<file path="config.mk">
export PLATFORM = sky130hd
export DESIGN_NAME = asc_ctrl
export DESIGN_NICKNAME = d
export VERILOG_FILES = /design/src/sv/asc_pkg.sv /design/src/sv/asc_ctrl.sv
export SDC_FILE = /design/constraint.sdc
export NUM_CORES = 1
export LEC_CHECK = 0
export BUFFER_PORTS_ARGS = -buffer_cell sky130_fd_sc_hd__buf_2
export CAP_MARGIN = 20
export CORE_ASPECT_RATIO = 0.75
export CORE_MARGIN = 2
export CORE_UTILIZATION = 40
export CTS_BUF_LIST = sky130_fd_sc_hd__clkbuf_8
export CTS_CLUSTER_SIZE = 12
export DETAILED_ROUTE_END_ITERATION = 10
export GPL_ROUTABILITY_DRIVEN = 0
export GPL_TIMING_DRIVEN = 1
export PLACE_DENSITY_LB_ADDON = 0.15
export SLEW_MARGIN = 20
export SYNTH_ARGS = -nofsm -noshare
export SYNTH_HDL_FRONTEND = slang
export SYNTH_SLANG_ARGS = --single-unit
</file>
<file path="constraint.sdc">
create_clock -name clk -period 3.1 [get_ports clk]
set_input_delay 0.62 -clock clk [delete_from_list [all_inputs] [get_ports clk]]
set_output_delay 0.62 -clock clk [all_outputs]
set_load 0.05 [all_outputs]
</file>
<file path="src/sv/asc_pkg.sv">
// ----------------------------------------------------------------------------
// asc_pkg
// Shared constants, codes and types of the Akima spline coefficient block.
// ----------------------------------------------------------------------------
package asc_pkg;

  localparam int FRAC_BITS  = 16;
  localparam int MAX_POINTS = 65536;
  localparam int CNT_W      = $clog2(MAX_POINTS + 1);

  localparam int TIME_W = 32;
  localparam int LVL_W  = 32;
  localparam int DY_W   = 33;
  localparam int COEF_W = 48;
  localparam int IDX_W  = 16;
  localparam int STAT_W = 2;

  localparam int NUM_W     = COEF_W + 4;
  localparam int DEN_W     = COEF_W + 1;
  localparam int WT_W      = FRAC_BITS + 1;
  localparam int DIV_STEPS = NUM_W + FRAC_BITS;
  localparam int DIV_CNT_W = $clog2(DIV_STEPS + 1);

  localparam logic [COEF_W-1:0] SAT_MAX = {1'b0, {(COEF_W-1){1'b1}}};
  localparam logic [COEF_W-1:0] SAT_MIN = {1'b1, {(COEF_W-1){1'b0}}};

  typedef enum logic [STAT_W-1:0] {
    ST_OK      = 2'd0,
    ST_SHORT   = 2'd1,
    ST_ZERO_DX = 2'd2
  } status_t;

  typedef enum logic [2:0] {
    SRC_SLOPE = 3'd0,
    SRC_M     = 3'd1,
    SRC_P2    = 3'd2,
    SRC_P3A   = 3'd3,
    SRC_P3B   = 3'd4,
    SRC_WT    = 3'd5
  } div_src_t;

  typedef struct packed {
    logic       in_ready;
    logic       div_start;
    div_src_t   div_src;
    logic       shift;
    logic       extrap1;
    logic       extrap2;
    logic       flush_push;
    logic       tan_mean;
    logic       tan_mul;
    logic       tan_fin;
    logic       ct_load;
    logic       out_load;
    logic       out_short;
    logic [1:0] slot;
    logic       last;
    logic       advance;
    logic       clear;
  } cmd_t;

  typedef struct packed {
    logic div_busy;
    logic div_done;
    logic out_busy;
    logic tan_zero;
    logic fin;
    logic k_ge1;
    logic k_eq2;
    logic k_ge3;
    logic k_lt3;
  } dp_stat_t;

  // saturate a value two bits wider than a coefficient
  function automatic logic [COEF_W-1:0] sat_coef(input logic [COEF_W+1:0] v);
    logic [COEF_W-1:0] r;
    if ((v[COEF_W+1:COEF_W-1] == 3'b000) || (v[COEF_W+1:COEF_W-1] == 3'b111)) begin
      r = v[COEF_W-1:0];
    end else if (v[COEF_W+1]) begin
      r = SAT_MIN;
    end else begin
      r = SAT_MAX;
    end
    return r;
  endfunction

endpackage

</file>
<file path="src/sv/asc_ctrl.sv">
// ----------------------------------------------------------------------------
// asc_ctrl
// Sequencer: steps each point through slope, tangent and coefficient work
// on the shared divider and issues result loads.
// ----------------------------------------------------------------------------
module asc_ctrl (
  input  logic               clk,
  input  logic               rst_n,
  input  logic               in_valid,
  input  asc_pkg::dp_stat_t  stat,
  output asc_pkg::cmd_t      cmd
);
  import asc_pkg::*;

  typedef enum logic [17:0] {
    S_IDLE    = 18'h00001,
    S_DECIDE  = 18'h00002,
    S_SHORT   = 18'h00004,
    S_SHIFT   = 18'h00008,
    S_SLOPE   = 18'h00010,
    S_EXT1    = 18'h00020,
    S_EXT2    = 18'h00040,
    S_TAN     = 18'h00080,
    S_TAN_MUL = 18'h00100,
    S_TAN_FIN = 18'h00200,
    S_TAN_END = 18'h00400,
    S_EM_M    = 18'h00800,
    S_EM_P2   = 18'h01000,
    S_EM_P3A  = 18'h02000,
    S_EM_P3B  = 18'h04000,
    S_EM_LOAD = 18'h08000,
    S_FLUSH   = 18'h10000,
    S_DONE    = 18'h20000
  } state_t;

  state_t     state_r, state_nxt;
  logic [1:0] slot_r, slot_nxt;
  logic       div_go;

  always_comb begin
    state_nxt = state_r;
    slot_nxt  = slot_r;
    cmd       = '0;
    cmd.slot  = slot_r;
    cmd.div_src = SRC_SLOPE;
    div_go    = !stat.div_busy && !stat.div_done;
    case (state_r)
      S_IDLE: begin
        cmd.in_ready = 1'b1;
        if (in_valid) begin
          state_nxt = S_DECIDE;
        end
      end
      S_DECIDE: begin
        slot_nxt = 2'd0;
        if (stat.fin && stat.k_lt3) begin
          state_nxt = S_SHORT;
        end else if (stat.k_ge1) begin
          state_nxt = S_SHIFT;
        end else begin
          state_nxt = S_DONE;
        end
      end
      S_SHORT: begin
        if (!stat.out_busy) begin
          cmd.out_load  = 1'b1;
          cmd.out_short = 1'b1;
          state_nxt     = S_DONE;
        end
      end
      S_SHIFT: begin
        cmd.shift = 1'b1;
        state_nxt = S_SLOPE;
      end
      S_SLOPE: begin
        cmd.div_src   = SRC_SLOPE;
        cmd.div_start = div_go;
        if (stat.div_done) begin
          if (stat.k_eq2) begin
            state_nxt = S_EXT1;
          end else if (stat.k_ge3) begin
            state_nxt = S_TAN;
          end else begin
            state_nxt = S_DONE;
          end
        end
      end
      S_EXT1: begin
        cmd.extrap1 = 1'b1;
        state_nxt   = S_EXT2;
      end
      S_EXT2: begin
        cmd.extrap2 = 1'b1;
        state_nxt   = S_TAN;
      end
      S_TAN: begin
        cmd.div_src = SRC_WT;
        if (stat.tan_zero) begin
          cmd.tan_mean = 1'b1;
          state_nxt    = S_TAN_END;
        end else begin
          cmd.div_start = div_go;
          if (stat.div_done) begin
            state_nxt = S_TAN_MUL;
          end
        end
      end
      S_TAN_MUL: begin
        cmd.tan_mul = 1'b1;
        state_nxt   = S_TAN_FIN;
      end
      S_TAN_FIN: begin
        cmd.tan_fin = 1'b1;
        state_nxt   = S_TAN_END;
      end
      S_TAN_END: begin
        if (stat.k_eq2) begin
          cmd.ct_load = 1'b1;
          state_nxt   = S_DONE;
        end else begin
          state_nxt = S_EM_M;
        end
      end
      S_EM_M: begin
        cmd.div_src   = SRC_M;
        cmd.div_start = div_go;
        if (stat.div_done) begin
          state_nxt = S_EM_P2;
        end
      end
      S_EM_P2: begin
        cmd.div_src   = SRC_P2;
        cmd.div_start = div_go;
        if (stat.div_done) begin
          state_nxt = S_EM_P3A;
        end
      end
      S_EM_P3A: begin
        cmd.div_src   = SRC_P3A;
        cmd.div_start = div_go;
        if (stat.div_done) begin
          state_nxt = S_EM_P3B;
        end
      end
      S_EM_P3B: begin
        cmd.div_src   = SRC_P3B;
        cmd.div_start = div_go;
        if (stat.div_done) begin
          state_nxt = S_EM_LOAD;
        end
      end
      S_EM_LOAD: begin
        cmd.last = stat.fin && (slot_r == 2'd2);
        if (!stat.out_busy) begin
          cmd.out_load = 1'b1;
          cmd.ct_load  = 1'b1;
          if (stat.fin && (slot_r != 2'd2)) begin
            state_nxt = S_FLUSH;
          end else begin
            state_nxt = S_DONE;
          end
        end
      end
      S_FLUSH: begin
        cmd.flush_push = 1'b1;
        slot_nxt       = slot_r + 2'd1;
        state_nxt      = S_TAN;
      end
      S_DONE: begin
        if (stat.fin) begin
          cmd.clear = 1'b1;
        end else begin
          cmd.advance = 1'b1;
        end
        state_nxt = S_IDLE;
      end
      default: state_nxt = S_IDLE;
    endcase
  end

  always_ff @(posedge clk) begin
    if (!rst_n) begin
      state_r <= S_IDLE;
      slot_r  <= 2'd0;
    end else begin
      state_r <= state_nxt;
      slot_r  <= slot_nxt;
    end
  end

endmodule

</file>
=== After elaboration in Yosys (flattened, before gate mapping) ===
Cells that the tools add are included.

* Output and inout bits: 20
* Input port bits: 12
* Flip-flop bits (word level): 20

* Equality and inequality tests: 29
* $add $sub $neg: 1
* Muxes and demuxes: 38
* Reduce and logical (&&, ||, !) cells: 9

{| class="wikitable"
|+ Operator list
! operator !! number
|-
| $mux W18 || 16
|-
| $pmux W18 S16 || 1
|-
| $pmux W4 S6 || 1
|-
| $eq A18 B1 Y1 const B || 1
|-
| $eq A18 B10 Y1 const B || 1
|-
| $eq A18 B11 Y1 const B || 1
|-
| $eq A18 B12 Y1 const B || 1
|-
| $eq A18 B13 Y1 const B || 1
|-
| $eq A18 B14 Y1 const B || 1
|-
| $eq A18 B15 Y1 const B || 1
|-
| $eq A18 B16 Y1 const B || 1
|-
| $eq A18 B17 Y1 const B || 1
|-
| $eq A18 B18 Y1 const B || 1
|-
| $eq A18 B2 Y1 const B || 1
|-
| $eq A18 B3 Y1 const B || 1
|-
| $eq A18 B4 Y1 const B || 1
|-
| $eq A18 B5 Y1 const B || 1
|-
| $eq A18 B6 Y1 const B || 1
|-
| $eq A18 B7 Y1 const B || 1
|-
| $eq A18 B8 Y1 const B || 1
|-
| $eq A18 B9 Y1 const B || 1
|-
| $ne A2 B2 Y1 const B || 9
|-
| $mux W1 || 15
|-
| $reduce_and A9 Y1 || 1
|-
| other kinds (10) || 16
|}

=== Depth between registers and ports, before layout ===
* Depth after elaboration: 5
* Depth in mapped cells: 7
* Gate-level depth less buffers: 6

=== Worst setup path before layout ===
No wires, ideal clock.

* Path kind: flip-flop to output port
* From: register state_r[8]
* To: output port cmd[7] in the netlist's numbering
* Data required time: 2.480 ns
* Stages on the path, launching flop included: 5
* Slack: -0.192 ns
* Data arrival time: 2.672 ns
* Path through: dfxtp_1 -> nor4_2 -> nand4_1 -> or4b_4 -> o21ai_0

{| class="wikitable"
|+ RTL lines
! what !! line !! RTL
|-
| start, declared || asc_ctrl.sv:36 || <nowiki>state_t state_r, state_nxt;</nowiki>
|-
| start signal, assigned || asc_ctrl.sv:186 || <nowiki>state_r <= state_nxt;</nowiki>
|-
| end, declared || asc_ctrl.sv:11 || <nowiki>output asc_pkg::cmd_t cmd</nowiki>
|}

==> flow_metrics.tcl <==
set metrics [dict create \
    core-area_um2 3311 \
    grt_pass1_wl_um 6216 \
    powerDensity_nw_per_um2 499.2 \
    setup_viol 0 \
    num_vias 1441 \
    worstPathRequired_ps 2480 \
    track_usage 0.2083 \
    leakage_nw 0.6756 \
    cts_tree "done" \
    path_cells "nor4_4 -> buf_4 -> nand4_1 -> or2_2 -> a31o_2 -> nor2_1 -> clkbuf_4" \
    path_depth 7 \
    cp_num_buf_inv 2 \
    synth_top_area_share 0.2865 \
    fin_crit_sh 0.9705 \
    nets 214 \
    p_sw_frac 0.3499 \
    worstReg2RegEnd "state_r[16]$_SDFFE_PN0P_" \
    fin_ws_ps 91.54 \
    irDropWorstVdd_uv 252.4 \
    cts_root_buffer "clkbuf_8" \
    fin_crit_ps 3008 \
    crit_fanout 8 \
    clock.fmax_mhz 332.4 \
    n_fill_cell 328 \
    clk_latency_ps 270 \
    drv_slew 0 \
    area_growth_pct 21.22 \
    wl_um 4040 \
    p_clk_frac 0.321 \
    syn_inst 167 \
    worstSetupPathType "reg2out" \
    die_y_um 55.19 \
    synth_area_um2 1398 \
    slowest_stage "nor4_4" \
    layout-drive-gt1-share 0.3300 \
    hp-class "reg2reg" \
    drc 0 \
    clock-sinks 20 \
    synth_edf_count 0 \
    yosysTopAreaCell "dfxtp_1" \
    yosys.cell_types.count 54 \
    crit_end "cmd[18]" \
    grt_overflow 0 \
    first_pass_iters 4 \
    antenna_found_initial 0 \
    worstSetupStartpoint "state_r[1]$_SDFFE_PN0P_" \
    endpoint_kind "output pin" \
    synth-main-ff-cell "dfxtp_1" \
    cts-htree-levels 1 \
    clock-skew-final_ps 1.714 \
    comb_power_share 0.337 \
    crit_family "simple AND/OR/NAND/NOR gates" \
    slew_headroom 0.4658 \
    seq_area_frac_synth 0.2865 \
    wl_per_cell_um 16.83 \
    first_iter_violations 73 \
    floorplan.initialDensity 0.4221 \
    grt_start_max_net_pins 13 \
    antenna_left 0 \
    via_per_inst 6.004 \
    cts_buffer_depth 2 \
    fp-row-count 18 \
    worstMarginPinSlew_ps 801.3 \
    avgSynthCellArea_um2 8.369 \
    post_synth_main_area_contributors "dfxtp_1, nor2_1, nor3b_1" \
    r2r_cells 7 \
    dp.cells 233 \
    p_int_w 0.0005498 \
    power_w 0.0008457 \
    io_buffers 31 \
    drv_cap 0 \
    cp-start-kind "register" \
    cp.arrival_ps 2390 \
    cts_made_buffers 3 \
    finalNonFillerCells 240 \
    outcome "completed" \
    ys_async_sr_fraction 0 \
    power_frac_seq 0.342 \
    slowest_delay_ps 410 \
    p_switching_w 0.0002959 \
    dieArea_um2 3988 \
    yosysWarnings 0 \
    die_w_um 72.26 \
    hold_violations 0 \
    r2r_start "state_r[10]$_SDFFE_PN0P_" \
    grt_pass1_vias 1262 \
    r2r_slack_ps 680 \
    synth_fp_nets 180 \
    synth-seq-cells 20 \
    clkSlewWorstSetupHoldPaths_ps 80 \
    num_antenna_cells 0 \
    place_worst_setup_slack_ps 248.3 \
    ioPinCount 32 \
    final.setup.tns_ps 0 \
    hpwl_um 3012 \
]
[worst min-delay path by stage]
| stage | slack [ps] | start | endpoint | depth (start not counted) |
|---|---|---|---|---|
| global route | 540 | slot_r[1]$_SDFFE_PN0P_ | slot_r[1]$_SDFFE_PN0P_ | 2 |
| detailed placement | 500 | slot_r[1]$_SDFFE_PN0P_ | slot_r[1]$_SDFFE_PN0P_ | 2 |
| CTS | 510 | slot_r[1]$_SDFFE_PN0P_ | slot_r[1]$_SDFFE_PN0P_ | 2 |
| floorplan | 500 | state_r[7]$_SDFFE_PN0P_ | state_r[7]$_SDFFE_PN0P_ | 2 |
| global placement | 490 | slot_r[1]$_SDFFE_PN0P_ | slot_r[1]$_SDFFE_PN0P_ | 2 |
| finish | 510 | slot_r[1]$_SDFFE_PN0P_ | slot_r[1]$_SDFFE_PN0P_ | 2 |
[metrics by stage]
step	area, um2	util	hold slack (ps)
2_1_floorplan	1398	-	498.8
3_3_place_gp	1563	0.4720	492.3
3_5_place_dp	1563	0.4720	497.5
4_1_cts	1643	0.4962	511.1
5_1_grt	1694	0.5117	541.7
6_report	1694	0.5117	509.9
[flip-flops by register name, summed over array words and instances (netlist names)]
signal / cells
state_r: 18
slot_r: 2
[cell usage in the layout, fill, tap and decap left out, types with 3 or more instances in the layout]
| master | n |
|---|---|
| nand4_1 | 6 |
| buf_2 | 27 |
| nand3_1 | 7 |
| inv_1 | 6 |
| clkbuf_8 | 3 |
| dfxtp_1 | 20 |
| a21oi_1 | 9 |
| o21ai_1 | 9 |
| or2_2 | 4 |
| nor3_1 | 4 |
| clkbuf_4 | 4 |
| buf_4 | 6 |
| xnor2_1 | 3 |
| nor3b_1 | 6 |
| nor4_1 | 5 |
| and3_1 | 5 |
| nand2_1 | 5 |
| nor2_1 | 18 |
| o21ai_0 | 5 |
| xor2_1 | 3 |
| nor4_4 | 3 |
[logic make-up after synthesis]
family | share of synthesized area
muxes | 0.008057
AOI/OAI and AO/OA | 0.1630
DFF | 0.2865
adders and majority gates | 0.008951
and+or+nand+nor | 0.4324
buffers and inverters | 0.06355
xor gates and xnor gates | 0.03761
[per-layer routing]
metal	share of wire	track usage
met1	0.47	0.2721
met2	0.44	0.3364
met3	0.071	0.05435
met4	0.024	0.07547
met5	0	0
[repair_timing]
action	in CTS	in global routing
gates resized for setup	1	7
buffers inserted	0	3
setup endpoints to repair	1	4
pin swaps	0	3
hold buffers	0	0
[power groups by stage]
stage                     sequential, W  combinational [W]  clock (W)
after global placement         0.000295           0.000259          0
final                          0.000289           0.000285   0.000271
after detailed placement       0.000293           0.000258          0
after global routing           0.000290           0.000306   0.000278
after CTS                      0.000287           0.000261   0.000272
after floorplan                0.000282           0.000207          0
[cell usage after synthesis (3+ instances only)]
library cell	count
inv_1	6
nor4_1	5
dfxtp_1	20
and3_1	5
o21ai_0	6
or2_2	4
clkbuf_2	3
xnor2_1	3
xor2_1	3
a21oi_1	9
or3_1	3
nor3b_1	7
nand3_1	7
nand4_1	6
o21ai_1	8
nor4_2	3
nand2_1	5
nor3_1	4
nor2_1	18
[layout make-up]
class,count,area (um2),share of cell area
Clock inverter,1,30.03,0.01773
Multi-Input combinational cell,132,935.9,0.5524
Tap cell,40,50.05,0.02954
Clock buffer,3,41.29,0.02437
Timing Repair Buffer,37,210.2,0.1241
Sequential cell,20,400.4,0.2363
Inverter,7,26.28,0.01551
[tightest hold or removal path, delay by kind of cell (launching register included)]
kind	cells	cell delay, ps
flops	1	330
simple gates	1	80
compound gates	1	50
Power figures use the tool's default switching activity.
